File: config.mk
export PLATFORM = sky130hd
export DESIGN_NAME = sws_ram
export DESIGN_NICKNAME = d
export VERILOG_FILES = /design/src/rtl/sws_pkg.sv /design/src/rtl/sws_ram.sv
export SDC_FILE = /design/constraint.sdc
export NUM_CORES = 2
export LEC_CHECK = 0
export BUFFER_PORTS_ARGS = -buffer_cell sky130_fd_sc_hd__buf_2
export CAP_MARGIN = 5
export CORE_MARGIN = 2
export CORE_UTILIZATION = 35
export DETAILED_ROUTE_END_ITERATION = 10
export PLACE_DENSITY = 0.52
export SLEW_MARGIN = 20
export SYNTH_ARGS = -nofsm -noshare
export SYNTH_HDL_FRONTEND = slang
export SYNTH_MEMORY_MAX_BITS = 65536
export SYNTH_SLANG_ARGS = --single-unit
File: constraint.sdc
create_clock -name clk -period 1.8 [get_ports clk]
set_clock_uncertainty 0.1 [all_clocks]
set_input_delay 0.09 -clock clk [delete_from_list [all_inputs] [get_ports clk]]
set_output_delay 0.09 -clock clk [all_outputs]
set_load 0.02 [all_outputs]
File: src/rtl/sws_pkg.sv
// Shared constants, types and tables for the windowed sample statistics block.
package sws_pkg;

    localparam int WINDOW_DEPTH = 32;
    localparam int IDX_W        = $clog2(WINDOW_DEPTH);
    localparam int CNT_W        = $clog2(WINDOW_DEPTH + 1);
    localparam int SUM_W        = 32 + CNT_W;
    localparam int DSUM_W       = 33 + CNT_W;
    localparam int PADDR_W      = 3;

    localparam logic [31:0] TICK_RATE_RST = 32'd1000000;

    // Register index in the configuration map
    localparam logic REG_TICK_RATE = 1'b0;

    // Action codes
    localparam logic [1:0] ACT_ADD   = 2'd0;
    localparam logic [1:0] ACT_START = 2'd1;
    localparam logic [1:0] ACT_QUERY = 2'd2;
    localparam logic [1:0] ACT_CLEAR = 2'd3;

    // Statistic select codes
    localparam logic [3:0] STAT_MAX       = 4'd0;
    localparam logic [3:0] STAT_MIN       = 4'd1;
    localparam logic [3:0] STAT_SUM       = 4'd2;
    localparam logic [3:0] STAT_MEAN      = 4'd3;
    localparam logic [3:0] STAT_SUMDUR    = 4'd4;
    localparam logic [3:0] STAT_MEANDUR   = 4'd5;
    localparam logic [3:0] STAT_MINDUR    = 4'd6;
    localparam logic [3:0] STAT_MEANRATE  = 4'd7;
    localparam logic [3:0] STAT_MAXRATE   = 4'd8;
    localparam logic [3:0] STAT_MINRATE   = 4'd9;
    localparam logic [3:0] STAT_PREV      = 4'd10;
    localparam logic [3:0] STAT_PREVRATE  = 4'd11;
    localparam logic [3:0] STAT_PREVBEGIN = 4'd12;
    localparam logic [3:0] STAT_PREVEND   = 4'd13;

    localparam logic signed [63:0] S64_MAX = 64'sh7FFF_FFFF_FFFF_FFFF;
    localparam logic signed [63:0] S64_MIN = 64'sh8000_0000_0000_0000;

    // One window entry
    typedef struct packed {
        logic signed [31:0] value;
        logic        [31:0] seg_begin;
        logic        [31:0] seg_end;
        logic signed [32:0] seg_dur;
    } entry_t;

    // Request to the scaled divider: a * b / d
    typedef struct packed {
        logic               start;
        logic signed [63:0] a;
        logic        [31:0] b;
        logic signed [63:0] d;
    } div_req_t;

    // Entry age folded into the window
    typedef logic [IDX_W-1:0] age_mod_t [256];

    function automatic age_mod_t make_age_mod();
        age_mod_t t;
        for (int k = 0; k < 256; k++) begin
            t[k] = IDX_W'(k % WINDOW_DEPTH);
        end
        return t;
    endfunction

    localparam age_mod_t AGE_MOD = make_age_mod();

endpackage

File: src/rtl/sws_ram.sv
// Window entry memory with per-entry valid bits and a registered read.
module sws_ram (
    input  logic                          clk,
    input  logic                          rst_n,
    input  logic                          clr,
    input  logic                          we,
    input  logic [sws_pkg::IDX_W-1:0]     waddr,
    input  sws_pkg::entry_t               wdata,
    input  logic [sws_pkg::IDX_W-1:0]     raddr,
    output sws_pkg::entry_t               rdata
);
    import sws_pkg::*;

    entry_t                  store_reg [WINDOW_DEPTH];
    entry_t                  rdata_reg;
    logic [WINDOW_DEPTH-1:0] valid_reg;
    logic                    rvalid_reg;

    // Write and read the entry array
    always_ff @(posedge clk)
    begin
        if (we)
        begin
            store_reg[waddr] <= wdata;
        end
        rdata_reg <= store_reg[raddr];
    end

    // Track written entries; clear empties the window at once
    always_ff @(posedge clk or negedge rst_n)
    begin
        if (!rst_n)
        begin
            valid_reg  <= '0;
            rvalid_reg <= 1'b0;
        end
        else
        begin
            rvalid_reg <= valid_reg[raddr];
            if (clr)
            begin
                valid_reg <= '0;
            end
            else if (we)
            begin
                valid_reg[waddr] <= 1'b1;
            end
        end
    end

    // Unwritten entries read as zero
    assign rdata = rvalid_reg ? rdata_reg : '0;

endmodule

==> impl.org <==
** Route
- Iteration-0 DRC count of the detailed router :: 8632
- Wires add up to 459000 µm.
- DR WL/cell :: 31.6 µm
- The count of nets left with antenna violations once routing finished came out at 0.
- Detail-routed via count per cell :: 5.40
- Via count :: 78520
- Post-route DRC violation count :: 0
- The first detailed-routing pass ran for 5 iterations.

** Floorplan
- For this configuration, the core starts out at a cell density of 35.1%.
- The die is 678 µm tall.
- The die covers 460000 µm².
- During I/O placement, the number of pins put on the boundary was 272.
- The core region is around 450000 µm².
- The die is 678 µm wide.
- Standard-cell rows :: 247

** Setup path
- The critical path is of the register to output pin type.
- Data arrival time of the worst path :: 2280 ps
- STA classifies the critical path startpoint as a register.
- Largest fanout of any net on the critical path :: 7
- STA puts the critical path data required time at 1610 ps.
- Capturing element type of the critical path :: output pin

** Timing
- Worst hold slack across all endpoints :: -33.4 ps
- Derived from the worst setup path, the maximum achievable clock frequency is 404 MHz.
- Crit share post-route :: 137%
- The worst path in the final design needs a cycle of around 2500 ps, including I/O delays and setup.
- Setup violations remaining at the end of the flow were counted as 357.
- Final sum of negative setup slack :: -90180 ps
- Setup repair after global routing could not meet its margin everywhere.
- The number of hold-slack violations in the final timing report came to 1.
- Across all setup checks in the final design, the least slack found is -674 ps.
- Fin. max-slew vios :: 0
- In this run the tightest slew margin relative to its limit is 32.3%.
- At the pin with the least slew margin, the transition time is 1010 ps.

** Clock tree
- Clock slew at reported path FFs :: 60 ps
- CTS Sinks :: about 4300
- Number of H-tree levels :: 5
- Clock tree from TritonCTS :: yes
- CTS placed an instance of sky130_fd_sc_hd__clkbuf_16 at the clock tree root.
- Buffers inserted during clock tree synthesis total 435.
- At the later pin of the worst-skew pair, clock insertion delay measures 1000 ps.
- The clock passes through at most 4 buffers.

** Power and ir drop
- Power per Cell Area :: 1090 nW/µm²
- Portion of total power attributed to combinational logic :: 5.9%
- Switching portion of total power :: 21.4%
- Sw Pwr :: 45.9 mW
- The internal power of the cells totals 169 mW.
- Part of the total power dissipated in sequential elements :: 52.1%
- For this design the static power due to leakage is 63.0 nW.
- Maximum vdd ir drop :: 0.000927 V
- Clock power frac :: 42.1%

** Outcome
- The flow ran to the end, but the final reports show violations.
- The final reports fail on hold timing, setup timing.

** Yosys
- During synthesis, Yosys emitted a total of 0 warnings.
- A synthesized cell averages between 20 and 25 µm².
- Sequential cell area fraction in the yosys report :: 80.1%
- Number of enable flip-flop cells after synthesis :: 4128
- Synthesis handed over a netlist of 6661 instances.
- Synth top area cells :: sky130_fd_sc_hd__edfxtp_1, sky130_fd_sc_hd__mux4_2, sky130_fd_sc_hd__o22ai_1
- Fraction of registers with async set/reset :: 0.769%
- Top cell type's share of synthesized area :: 77.9%
- Synthesis instantiated 32 different standard cells from the library.
- The most used flip-flop cell after synthesis is sky130_fd_sc_hd__edfxtp_1.
- The synthesized design spends more area on one cell type than any other, namely sky130_fd_sc_hd__edfxtp_1.
- Net count after synthesis :: between 6000 and 7000
- In this run, synthesis produced a sequential element count of 4290.
- Area of the mapped netlist :: 159000 µm²

** Cells and area
- Leaving out fill and tap cells, the most frequent cells in the layout are sky130_fd_sc_hd__edfxtp_1, sky130_fd_sc_hd__mux4_2, sky130_fd_sc_hd__buf_4, sky130_fd_sc_hd__o22ai_1, sky130_fd_sc_hd__clkbuf_16.
- The sequential cells in the finished layout cover a total of 127000 µm².
- Number of standard cells in the layout, taps in and fillers out :: 14532
- Most common cell after layout, fill and taps aside :: sky130_fd_sc_hd__edfxtp_1
- Fill cells in the final layout number 38174.
- Share of final-layout standard cells stronger than drive strength 1 :: 37.4%
- Fin nets :: 8305
- Area of the multi-input gates :: between 30000 and 40000 µm²
- The register with the most flip-flops in the layout has 4128 of them.
- Synth-to-layout area growth :: 23.3%

** Global route
- Number of global-route vias before repair :: 81257
- Global routing finished with a remaining overflow of 0.
- The initial antenna violation count is 58.
- Gr usage total :: around a fifth
- First-pass GRT wire length :: 637000 µm
- Entering global routing, the biggest net connects 45 pins.

** Hold path
- In this run the worst hold path is classified as input pin to register.

** Place
- Placed wire-length estimate :: 283000 µm
- Buffers on Ports :: 271
- Placed Cells incl. Taps :: 13497
- Final Wtd Congestion :: between 0.7 and 0.8

** Flow run
- Max-cap violations in this run came to 0.
[worst max-delay path: stages, from the launching register on]
cell and delay (ps):
sky130_fd_sc_hd__dfrtp_4 490, sky130_fd_sc_hd__buf_12 150, sky130_fd_sc_hd__buf_12 150, sky130_fd_sc_hd__clkbuf_16 180, sky130_fd_sc_hd__and2_1 140, sky130_fd_sc_hd__buf_2 150
[metal layers]
layer / vias to the layer above / track usage (%) / wire length [µm]
met2: 2865 / 31.3 / 219000
met1: 43033 / 27.1 / 195000
met4: 44 / 5.32 / 12800
met3: 630 / 4.21 / 32800
met5: - / 0 / 264
li1: 31948 / - / -
[cells by family (layout without fill, tap and decap cells)]
| logic type | after synthesis | in the layout | share of synthesized area (%) |
|---|---|---|---|
| flops | 4290 | 4290 | 80.1 |
| mux | 1060 | 1060 | 14.7 |
| compound gates | 536 | 536 | 2.14 |
| simple gates | 409 | 409 | 1.92 |
| buf+inv | 366 | 2243 | 1.23 |
| other cells | 0 | 18 | 0 |
[per-stage QoR]
stage          worst slack [ps]  hold slack [ps]  instance area, µm²  utilization [%]  power (mW)
4_1_cts                    -750            -63.4              196000             43.2         217
3_3_place_gp               -753            -72.9              179000             39.5         125
5_1_grt                    -734             16.5              196000             43.3         221
3_5_place_dp               -724            -63.8              179000             39.5         125
2_1_floorplan             -1520             -306              159000                -         119
6_report                   -674            -33.4              196000             43.3         215
[what timing repair did]
item | 4_1_cts | 5_1_grt
pin swaps | 1 | 10
gates resized for setup | 214 | 98
gates cloned | 3 | 4
endpoints found under the hold margin | 7334 | 421
setup buffers | 5 | 19
hold buffers | 177 | 10
endpoints found under the setup margin | 130 | 256
[synth_stat cells, types with 16 or more instances]
master and number:
sky130_fd_sc_hd__a22oi_1 16, sky130_fd_sc_hd__and2_1 130, sky130_fd_sc_hd__buf_1 23, sky130_fd_sc_hd__buf_2 119, sky130_fd_sc_hd__buf_4 95, sky130_fd_sc_hd__clkbuf_1 118, sky130_fd_sc_hd__dfrtp_1 33, sky130_fd_sc_hd__dfxtp_1 129
sky130_fd_sc_hd__edfxtp_1 4128, sky130_fd_sc_hd__mux2i_1 44, sky130_fd_sc_hd__mux4_2 1016, sky130_fd_sc_hd__nor2_1 99, sky130_fd_sc_hd__nor4_2 122, sky130_fd_sc_hd__o22ai_1 504
[power by group through the flow]
stage / combinational [mW] / sequential (mW) / clock [mW]
floorplan: 5.88 / 113 / 0
global placement: 11.4 / 114 / 0
detailed placement: 11.6 / 114 / 0
CTS: 12.6 / 112 / 92.2
global route: 13.4 / 112 / 95.9
finish: 12.6 / 112 / 90.3
[worst paths after layout]
check	from	to	slack (ps)	cells past startpoint
setup / recovery	rvalid_reg$_DFF_PN0_	rdata[106]	-670	5
hold / removal	raddr[0]	rdata_reg[95]$_DFF_P_	-30	5
setup reg to reg	store_reg[31][93]$_DFFE_PP_	rdata_reg[93]$_DFF_P_	50	4
hold reg to reg	valid_reg[16]$_DFFE_PN0P_	valid_reg[16]$_DFFE_PN0P_	400	2
max in group asynchronous	rst_n	valid_reg[27]$_DFFE_PN0P_	640	4
min in group asynchronous	rst_n	rvalid_reg$_DFF_PN0_	290	3
[layout make-up]
cell class	instances	area share, %
repair buffers	1430	8.49
clock buffers	562	5.98
flip-flops and latches	4290	64.9
well taps	5976	3.81
clock inverters	251	1.28
diodes	18	0.0230
multi-input cells	2005	15.5
Power figures use the tool's default switching activity.
