**src/rtl/sws_pkg.sv**
```systemverilog
// Shared constants, types and tables for the windowed sample statistics block.
package sws_pkg;

    localparam int WINDOW_DEPTH = 32;
    localparam int IDX_W        = $clog2(WINDOW_DEPTH);
    localparam int CNT_W        = $clog2(WINDOW_DEPTH + 1);
    localparam int SUM_W        = 32 + CNT_W;
    localparam int DSUM_W       = 33 + CNT_W;
    localparam int PADDR_W      = 3;

    localparam logic [31:0] TICK_RATE_RST = 32'd1000000;

    // Register index in the configuration map
    localparam logic REG_TICK_RATE = 1'b0;

    // Action codes
    localparam logic [1:0] ACT_ADD   = 2'd0;
    localparam logic [1:0] ACT_START = 2'd1;
    localparam logic [1:0] ACT_QUERY = 2'd2;
    localparam logic [1:0] ACT_CLEAR = 2'd3;

    // Statistic select codes
    localparam logic [3:0] STAT_MAX       = 4'd0;
    localparam logic [3:0] STAT_MIN       = 4'd1;
    localparam logic [3:0] STAT_SUM       = 4'd2;
    localparam logic [3:0] STAT_MEAN      = 4'd3;
    localparam logic [3:0] STAT_SUMDUR    = 4'd4;
    localparam logic [3:0] STAT_MEANDUR   = 4'd5;
    localparam logic [3:0] STAT_MINDUR    = 4'd6;
    localparam logic [3:0] STAT_MEANRATE  = 4'd7;
    localparam logic [3:0] STAT_MAXRATE   = 4'd8;
    localparam logic [3:0] STAT_MINRATE   = 4'd9;
    localparam logic [3:0] STAT_PREV      = 4'd10;
    localparam logic [3:0] STAT_PREVRATE  = 4'd11;
    localparam logic [3:0] STAT_PREVBEGIN = 4'd12;
    localparam logic [3:0] STAT_PREVEND   = 4'd13;

    localparam logic signed [63:0] S64_MAX = 64'sh7FFF_FFFF_FFFF_FFFF;
    localparam logic signed [63:0] S64_MIN = 64'sh8000_0000_0000_0000;

    // One window entry
    typedef struct packed {
        logic signed [31:0] value;
        logic        [31:0] seg_begin;
        logic        [31:0] seg_end;
        logic signed [32:0] seg_dur;
    } entry_t;

    // Request to the scaled divider: a * b / d
    typedef struct packed {
        logic               start;
        logic signed [63:0] a;
        logic        [31:0] b;
        logic signed [63:0] d;
    } div_req_t;

    // Entry age folded into the window
    typedef logic [IDX_W-1:0] age_mod_t [256];

    function automatic age_mod_t make_age_mod();
        age_mod_t t;
        for (int k = 0; k < 256; k++) begin
            t[k] = IDX_W'(k % WINDOW_DEPTH);
        end
        return t;
    endfunction

    localparam age_mod_t AGE_MOD = make_age_mod();

endpackage

```
**src/rtl/sws_cfg.sv**
```systemverilog
// Configuration register file: tick rate behind an APB-style port.
module sws_cfg (
    input  logic                          clk,
    input  logic                          rst_n,
    input  logic                          psel,
    input  logic                          penable,
    input  logic                          pwrite,
    input  logic [sws_pkg::PADDR_W-1:0]   paddr,
    input  logic [31:0]                   pwdata,
    output logic [31:0]                   prdata,
    output logic                          pready,
    output logic [31:0]                   tick_rate
);
    import sws_pkg::*;

    logic [31:0] tick_rate_reg, tick_rate_next;
    logic        wr_en;
    logic        hit;

    assign pready = 1'b1;
    assign wr_en  = psel & penable & pwrite;
    assign hit    = (paddr[PADDR_W-1] == REG_TICK_RATE);

    // Decode the write transaction
    always_comb
    begin
        tick_rate_next = tick_rate_reg;
        if (wr_en && hit)
        begin
            tick_rate_next = pwdata;
        end
    end

    always_ff @(posedge clk or negedge rst_n)
    begin
        if (!rst_n)
        begin
            tick_rate_reg <= TICK_RATE_RST;
        end
        else
        begin
            tick_rate_reg <= tick_rate_next;
        end
    end

    assign prdata    = hit ? tick_rate_reg : 32'd0;
    assign tick_rate = tick_rate_reg;

endmodule

```
**config.mk**
```make
export PLATFORM = sky130hd
export DESIGN_NAME = sws_cfg
export DESIGN_NICKNAME = d
export VERILOG_FILES = /design/src/rtl/sws_pkg.sv /design/src/rtl/sws_cfg.sv
export SDC_FILE = /design/constraint.sdc
export NUM_CORES = 1
export LEC_CHECK = 0
export BUFFER_PORTS_ARGS = -buffer_cell sky130_fd_sc_hd__buf_4
export CAP_MARGIN = 20
export CORE_MARGIN = 2
export CORE_UTILIZATION = 39
export CTS_BUF_LIST = sky130_fd_sc_hd__clkbuf_2 sky130_fd_sc_hd__clkbuf_4 sky130_fd_sc_hd__clkbuf_8
export DETAILED_ROUTE_END_ITERATION = 10
export PLACE_DENSITY = 0.79
export RECOVER_POWER = 100
export SYNTH_ARGS = -nofsm -noshare
export SYNTH_HDL_FRONTEND = slang
export SYNTH_SLANG_ARGS = --single-unit
```
**constraint.sdc**
```tcl
create_clock -name clk -period 0.8 [get_ports clk]
set_clock_uncertainty 0.15 [all_clocks]
set_input_delay 0 -clock clk [delete_from_list [all_inputs] [get_ports clk]]
set_output_delay 0 -clock clk [all_outputs]
set_load 0.1 [all_outputs]
```
==> results_tabular.tex, run 1 <==
\begin{tabular}{lr}
\hline
Metric & Value \\
\hline
\multicolumn{2}{l}{\textbf{Placed design}} \\
\quad Placed cell areas & 2760 sq um \\
\quad Number of buffers added on ports & 101 \\
\quad Worst setup timing slack at the placement stage & -0.378 ns \\
\quad Global placer's final weighted congestion & $\sim$0.63 \\
\quad HPWL after DPL & about 3.2 mm \\
\multicolumn{2}{l}{\textbf{Floorplanning}} \\
\quad Starting density of the core & 0.399 \\
\quad \# IOs & roughly 110 \\
\quad Cell Rows & 23 \\
\quad Die X-Extent & 67.3 um \\
\quad Die Span Y & 67.3 um \\
\multicolumn{2}{l}{\textbf{Synthesis}} \\
\quad Post-synth top area cell & dfrtp\_1 \\
\quad Post-synth cell types & 10 \\
\quad Synthesized area per cell & 14.9 sq um \\
\quad Syn\_nets & 145 \\
\quad Mapped Cells & between 100 and 150 \\
\quad Sequential element share of the synthesized area & 0.518 \\
\quad Ranking of synthesized cells by area & dfrtp\_1 (40\%), mux2\_4 (29\%), nor2b\_1 (13\%) \\
\quad Post-synth design cell area & between 1500 and 2000 sq um \\
\quad Synthesis-stage register bit count & 32 \\
\quad Proportion of netlist area held by the largest area contributor & 0.400 \\
\quad Synth warnings & 0 \\
\multicolumn{2}{l}{\textbf{Outcome}} \\
\quad First Err & [ERROR DPL-0033] detailed placement checks failed during check placement. \\
\quad Last stage the flow got to & 4\_1\_cts \\
\quad Result of the run & aborted with a tool error \\
\multicolumn{2}{l}{\textbf{Clock network}} \\
\quad TritonCTS Sinks & 32 \\
\quad CTS resizes & 202 \\
\quad CTS buffer count & 5 \\
\quad Longest Clk Path Bufs & 2 \\
\quad Number of post-CTS setup repair buffers & 14 \\
\quad Hold bufs inserted after CTS & 1 \\
\quad Root Driver & clkbuf\_8 \\
\quad CTS H-tree depth & 2 \\
\hline
\end{tabular}
[logic make-up after synthesis]
kind of cell | Yosys count | synth area share
simple gates | 33 | 0.143
mux | 32 | 0.303
flops | 32 | 0.518
buf+inv | 7 | 0.0336
other cells | 1 | 0.00240
[per-stage QoR]
step,std cells,util
after floorplan,105,-
after global placement,254,0.706
after detailed placement,254,0.706
[synth_stat cells]
cell type	instances
nand4b_4	1
conb_1	1
dfrtp_1	25
dfstp_2	7
clkbuf_1	3
mux2_4	30
nor2b_1	32
buf_4	1
mux2_2	2
buf_6	3
==> run 2: changes to the inputs <==
--- a/config.mk
+++ b/config.mk
@@ -8,10 +8,9 @@
 export BUFFER_PORTS_ARGS = -buffer_cell sky130_fd_sc_hd__buf_4
 export CAP_MARGIN = 20
 export CORE_MARGIN = 2
-export CORE_UTILIZATION = 39
-export CTS_BUF_LIST = sky130_fd_sc_hd__clkbuf_2 sky130_fd_sc_hd__clkbuf_4 sky130_fd_sc_hd__clkbuf_8
+export CORE_UTILIZATION = 25
 export DETAILED_ROUTE_END_ITERATION = 10
-export PLACE_DENSITY = 0.79
+export PLACE_DENSITY_LB_ADDON = 0.15
 export RECOVER_POWER = 100
 export SYNTH_ARGS = -nofsm -noshare
 export SYNTH_HDL_FRONTEND = slang
==> constraint.sdc (replaced) <==
create_clock -name clk -period 1 [get_ports clk]
set_clock_uncertainty 0.15 [all_clocks]
set_input_delay 0 -clock clk [delete_from_list [all_inputs] [get_ports clk]]
set_output_delay 0 -clock clk [all_outputs]
set_load 0.1 [all_outputs]
==> results_tabular.tex, run 2 <==
\begin{tabular}{lr}
\hline
Metric & Value \\
\hline
\multicolumn{2}{l}{\textbf{Outcome}} \\
\quad Result of the run & complete, but fails checks \\
\quad Violated checks & setup timing \\
\multicolumn{2}{l}{\textbf{STA}} \\
\quad Least setup slack across all paths after layout & -0.421 ns \\
\quad Max-slew headroom & 0.634 \\
\quad Final count of hold timing violations & 0 \\
\quad Setup-failing EPs final & 96 \\
\quad Worst slew pin tran & 0.550 ns \\
\quad Post-layout min period & 1.42 ns \\
\quad Post-route clock period utilization & 1.42 \\
\quad Peak Freq & roughly 700 MHz \\
\quad Setup repair after global routing missed its margin & yes \\
\quad Max-slew violation total from the final report & 0 \\
\multicolumn{2}{l}{\textbf{Setup path}} \\
\quad Required time worst endpoint & 0.85 ns \\
\quad Worst path arrival time & 1.27 ns \\
\quad Class of the most critical setup path & reg -> out \\
\quad Maximum fanout along the worst path & 2 \\
\quad Count of cells along the worst register-to-register path & 3 \\
\quad Worst R2R End & tick\_rate[9] \\
\quad Worst reg2reg setup slack & -0.17 ns \\
\quad Critical Path Source Type & register \\
\quad Crit. End Element & output pin \\
\quad Launching point of the worst reg2reg path & tick\_rate[9] \\
\multicolumn{2}{l}{\textbf{Power}} \\
\quad P\_leak & $\sim$2.1 nW \\
\quad Cell Pwr Density & between 2000 and 2500 nW/um\^{}2 \\
\quad Peak ir drop on the vdd network & 0.00140 V \\
\multicolumn{2}{l}{\textbf{Synthesis}} \\
\quad Sequential element share of the synthesized area & 0.518 \\
\quad Mapped Cells & 105 \\
\quad Most frequently used flop master after synthesis & dfrtp\_1 \\
\quad Syn\_nets & 145 \\
\quad Proportion of synthesized flip-flops having asynchronous set or reset & 1.00 \\
\quad Post-synth cell types & 10 \\
\quad Commonest cells in the netlist & nor2b\_1 (32), mux2\_4 (30), dfrtp\_1 (25) \\
\quad Post-synth design cell area & 1560 sq um \\
\quad Proportion of netlist area held by the largest area contributor & 0.400 \\
\quad Synthesis-stage register bit count & 32 \\
\quad Ranking of synthesized cells by area & dfrtp\_1 (40\%), mux2\_4 (29\%), nor2b\_1 (13\%) \\
\quad Synth warnings & 0 \\
\quad Synthesized area per cell & 14.9 sq um \\
\quad Number of flops mapped to enable cells by yosys & 0 \\
\quad Most used standard cell by instance count after synthesis & nor2b\_1 \\
\quad Post-synth top area cell & dfrtp\_1 \\
\multicolumn{2}{l}{\textbf{Min path}} \\
\quad Worst hold path type & in -> async \\
\multicolumn{2}{l}{\textbf{Finish}} \\
\quad ANT cells & 0 \\
\quad Largest register FFs & 32 \\
\quad Commonest non-fill, non-tap cell in the layout & buf\_12 \\
\quad \# nets final & 317 \\
\quad Area added between synthesis and finish & 181\% \\
\quad Fraction of layout instances using a drive strength above 1 & 0.871 \\
\quad Most used cells in the layout excluding fill and tap cells & buf\_12 (66), buf\_4 (39), dlygate4sd3\_1 (33), buf\_6 (33) \\
\quad Area of all placed cells without fillers & roughly 4400 sq um \\
\quad Filler instances & 348 \\
\multicolumn{2}{l}{\textbf{Floorplanning}} \\
\quad Starting density of the core & 0.261 \\
\quad \# IOs & 105 \\
\quad Die outline area & 6900 sq um \\
\quad Cell Rows & 28 \\
\quad Core region area & 5990 sq um \\
\quad Die X-Extent & 83.1 um \\
\quad Die Span Y & 83.1 um \\
\multicolumn{2}{l}{\textbf{GRT}} \\
\quad Maximum number of pins on one net before global-route repair & 33 \\
\quad Gr ovfl total & 0 \\
\quad Global-route wire length before repair & just under 9 mm \\
\quad Initial antenna violation count & 0 \\
\quad Vias in the first global route & approximately 1700 \\
\quad Combined global-route utilization of all metal layers & 0.164 \\
\multicolumn{2}{l}{\textbf{Clock network}} \\
\quad Clock tree from TritonCTS & done \\
\quad CTS buffer count & 5 \\
\quad Clock latency at the later pin of the worst-skew pair & around 0.28 ns \\
\quad Root Driver & clkbuf\_8 \\
\quad Worst-path clk slew & 0.07 ns \\
\quad TritonCTS Sinks & 32 \\
\quad CTS H-tree depth & 2 \\
\quad Longest Clk Path Bufs & 2 \\
\multicolumn{2}{l}{\textbf{Placed design}} \\
\quad Number of buffers added on ports & 101 \\
\quad Worst setup timing slack at the placement stage & -0.173 ns \\
\quad HPWL after DPL & between 3 and 4 mm \\
\quad Global placer's final weighted congestion & between 0.7 and 0.8 \\
\quad Placed cell areas & 2790 sq um \\
\multicolumn{2}{l}{\textbf{Job}} \\
\quad Max-Cap Viols & 0 \\
\multicolumn{2}{l}{\textbf{Drt}} \\
\quad DR DRC count & 0 \\
\quad Number of optimization iterations in the first detailed-route pass & 2 \\
\quad Post-detailed-route wirelength per cell & 16.3 um \\
\quad Total number of vias & approximately 1500 \\
\quad Detail Route Antenna Nets & 0 \\
\quad Total wire length & 5.74 mm \\
\quad DR iter-0 viols & 27 \\
\quad Avg Vias per Cell & 4.20 \\
\hline
\end{tabular}
run 2: cell counts after synthesis:
No cell type changed its count.
run 2: worst max-delay path by stage:
| stage | from | endpoint | slack [ns] |
|---|---|---|---|
| after global placement | tick_rate[6] | prdata[6] | -0.16 |
| final | tick_rate[19] | prdata[19] | -0.42 |
| after CTS | tick_rate[18] | prdata[18] | -0.40 |
| after detailed placement | tick_rate[18] | prdata[18] | -0.17 |
| after global routing | tick_rate[19] | prdata[19] | -0.44 |
| after floorplan | tick_rate[14] | prdata[14] | -0.51 |
run 2: final cells by class:
cell class              count  area, sq um  area share
clock buffers               8         90.1      0.0205
multi-input cells          66          948       0.216
well taps                  75         93.8      0.0214
repair buffers            172         2320       0.530
flip-flops and latches     32          930       0.212
run 2: timing repair:
| action | 4_1_cts | 5_1_grt |
|---|---|---|
| endpoints found under the setup margin | 85 | 95 |
| buffers inserted | 19 | 18 |
| hold buffers | 33 | 0 |
| gates cloned | 0 | 0 |
| hold endpoints to repair | 64 | 0 |
| gates resized for setup | 207 | 20 |
| pin swaps | 0 | 0 |
run 2: through the flow:
| stage | cells | hold WS [ns] | total power, W | setup TNS [ns] | utilization |
|---|---|---|---|---|---|
| CTS | 338 | 0.0707 | 0.0104 | -16.87 | 0.702 |
| global route | 353 | 0.161 | 0.0110 | -19.88 | 0.732 |
| global placement | 278 | -0.188 | 0.00734 | -4.11 | 0.465 |
| floorplan | 105 | -0.446 | 0.00640 | -17.74 | - |
| detailed placement | 278 | -0.173 | 0.00738 | -4.84 | 0.465 |
| finish | 353 | 0.130 | 0.0107 | -17.29 | 0.732 |
run 2: report_power, final:
part           total [W]  leakage [nW]  switching, W  internal, W
combinational    0.00753          1.66       0.00432      0.00320
sequential       0.00212         0.351      0.000308      0.00182
clock            0.00102        0.0455      0.000463     0.000561
total             0.0107          2.05       0.00509      0.00558
run 2: cells by family (layout without fill, tap and decap cells):
family                 after synthesis  count (layout)  share of synthesized area
and+or+nand+nor                     33              33                      0.143
muxes                               32              32                      0.303
DFF                                 32              32                      0.518
buffers and inverters                7             180                     0.0336
other                                1               1                    0.00240
run 2: critical path: stages (launching register included):
cell     delay (ns)
dfstp_4        0.63
nor2b_4        0.18
buf_12         0.18
run 2: layer usage:
metal  wire (um)  global-route usage
met5           0                   0
met4         106              0.0522
met3         294              0.0457
met2        3270               0.302
met1        2070               0.181
Power figures use the tool's default switching activity.
==> run 3: changes to the inputs <==
--- a/config.mk
+++ b/config.mk
@@ -8,7 +8,7 @@
 export BUFFER_PORTS_ARGS = -buffer_cell sky130_fd_sc_hd__buf_4
 export CAP_MARGIN = 20
 export CORE_MARGIN = 2
-export CORE_UTILIZATION = 25
+export CORE_UTILIZATION = 41
 export DETAILED_ROUTE_END_ITERATION = 10
 export PLACE_DENSITY_LB_ADDON = 0.15
 export RECOVER_POWER = 100
==> results_tabular.tex, run 3 <==
\begin{tabular}{lr}
\hline
Metric & Value \\
\hline
\multicolumn{2}{l}{\textbf{Floorplanning}} \\
\quad Cell Rows & 22 \\
\quad Die Span Y & 65.7 um \\
\quad Die X-Extent & 65.7 um \\
\quad Starting density of the core & 0.427 \\
\quad \# IOs & roughly 110 \\
\multicolumn{2}{l}{\textbf{Clock network}} \\
\quad TritonCTS Sinks & 32 \\
\quad CTS buffer count & 5 \\
\quad Longest Clk Path Bufs & 2 \\
\quad CTS H-tree depth & 2 \\
\quad Number of post-CTS setup repair buffers & 18 \\
\quad CTS resizes & 199 \\
\quad Root Driver & clkbuf\_8 \\
\quad Hold bufs inserted after CTS & 33 \\
\multicolumn{2}{l}{\textbf{Placed design}} \\
\quad DP Cell Count & 251 \\
\quad Global placer's final weighted congestion & 0.754 \\
\quad Number of buffers added on ports & 101 \\
\quad Placed cell areas & 2750 sq um \\
\quad HPWL after DPL & 3.26 mm \\
\multicolumn{2}{l}{\textbf{Synthesis}} \\
\quad Post-synth top area cell & dfrtp\_1 \\
\quad Synth warnings & 0 \\
\quad Most used standard cell by instance count after synthesis & nor2b\_1 \\
\quad Post-synth cell types & 10 \\
\quad Proportion of synthesized flip-flops having asynchronous set or reset & 1.00 \\
\quad Proportion of netlist area held by the largest area contributor & 0.400 \\
\quad Ranking of synthesized cells by area & dfrtp\_1 (40\%), mux2\_4 (29\%), nor2b\_1 (13\%) \\
\quad Synthesis-stage register bit count & 32 \\
\quad Syn\_nets & 145 \\
\quad Synthesized area per cell & 14.9 sq um \\
\quad Most frequently used flop master after synthesis & dfrtp\_1 \\
\quad Commonest cells in the netlist & nor2b\_1 (32), mux2\_4 (30), dfrtp\_1 (25) \\
\quad Sequential element share of the synthesized area & 0.518 \\
\quad Post-synth design cell area & 1560 sq um \\
\quad Number of flops mapped to enable cells by yosys & 0 \\
\quad Mapped Cells & 105 \\
\multicolumn{2}{l}{\textbf{Outcome}} \\
\quad Result of the run & aborted with a tool error \\
\quad First Err & [ERROR DPL-0038] Utilization greater than 100\%, impossible to legalize \\
\quad Last stage the flow got to & 4\_1\_cts \\
\hline
\end{tabular}
[run 3: cell counts after synthesis]
Identical to the previous run, type by type.
[run 3: stage by stage]
step                      TNS (ns)  setup slack (ns)   util
after floorplan             -17.74            -0.514      -
after detailed placement     -4.38            -0.183  0.752
after global placement       -4.08            -0.153  0.752
[run 3: kinds of logic after synthesis]
| logic type | synth area share |
|---|---|
| buf+inv | 0.0336 |
| flops | 0.518 |
| mux | 0.303 |
| other cells | 0.00240 |
| simple gates | 0.143 |
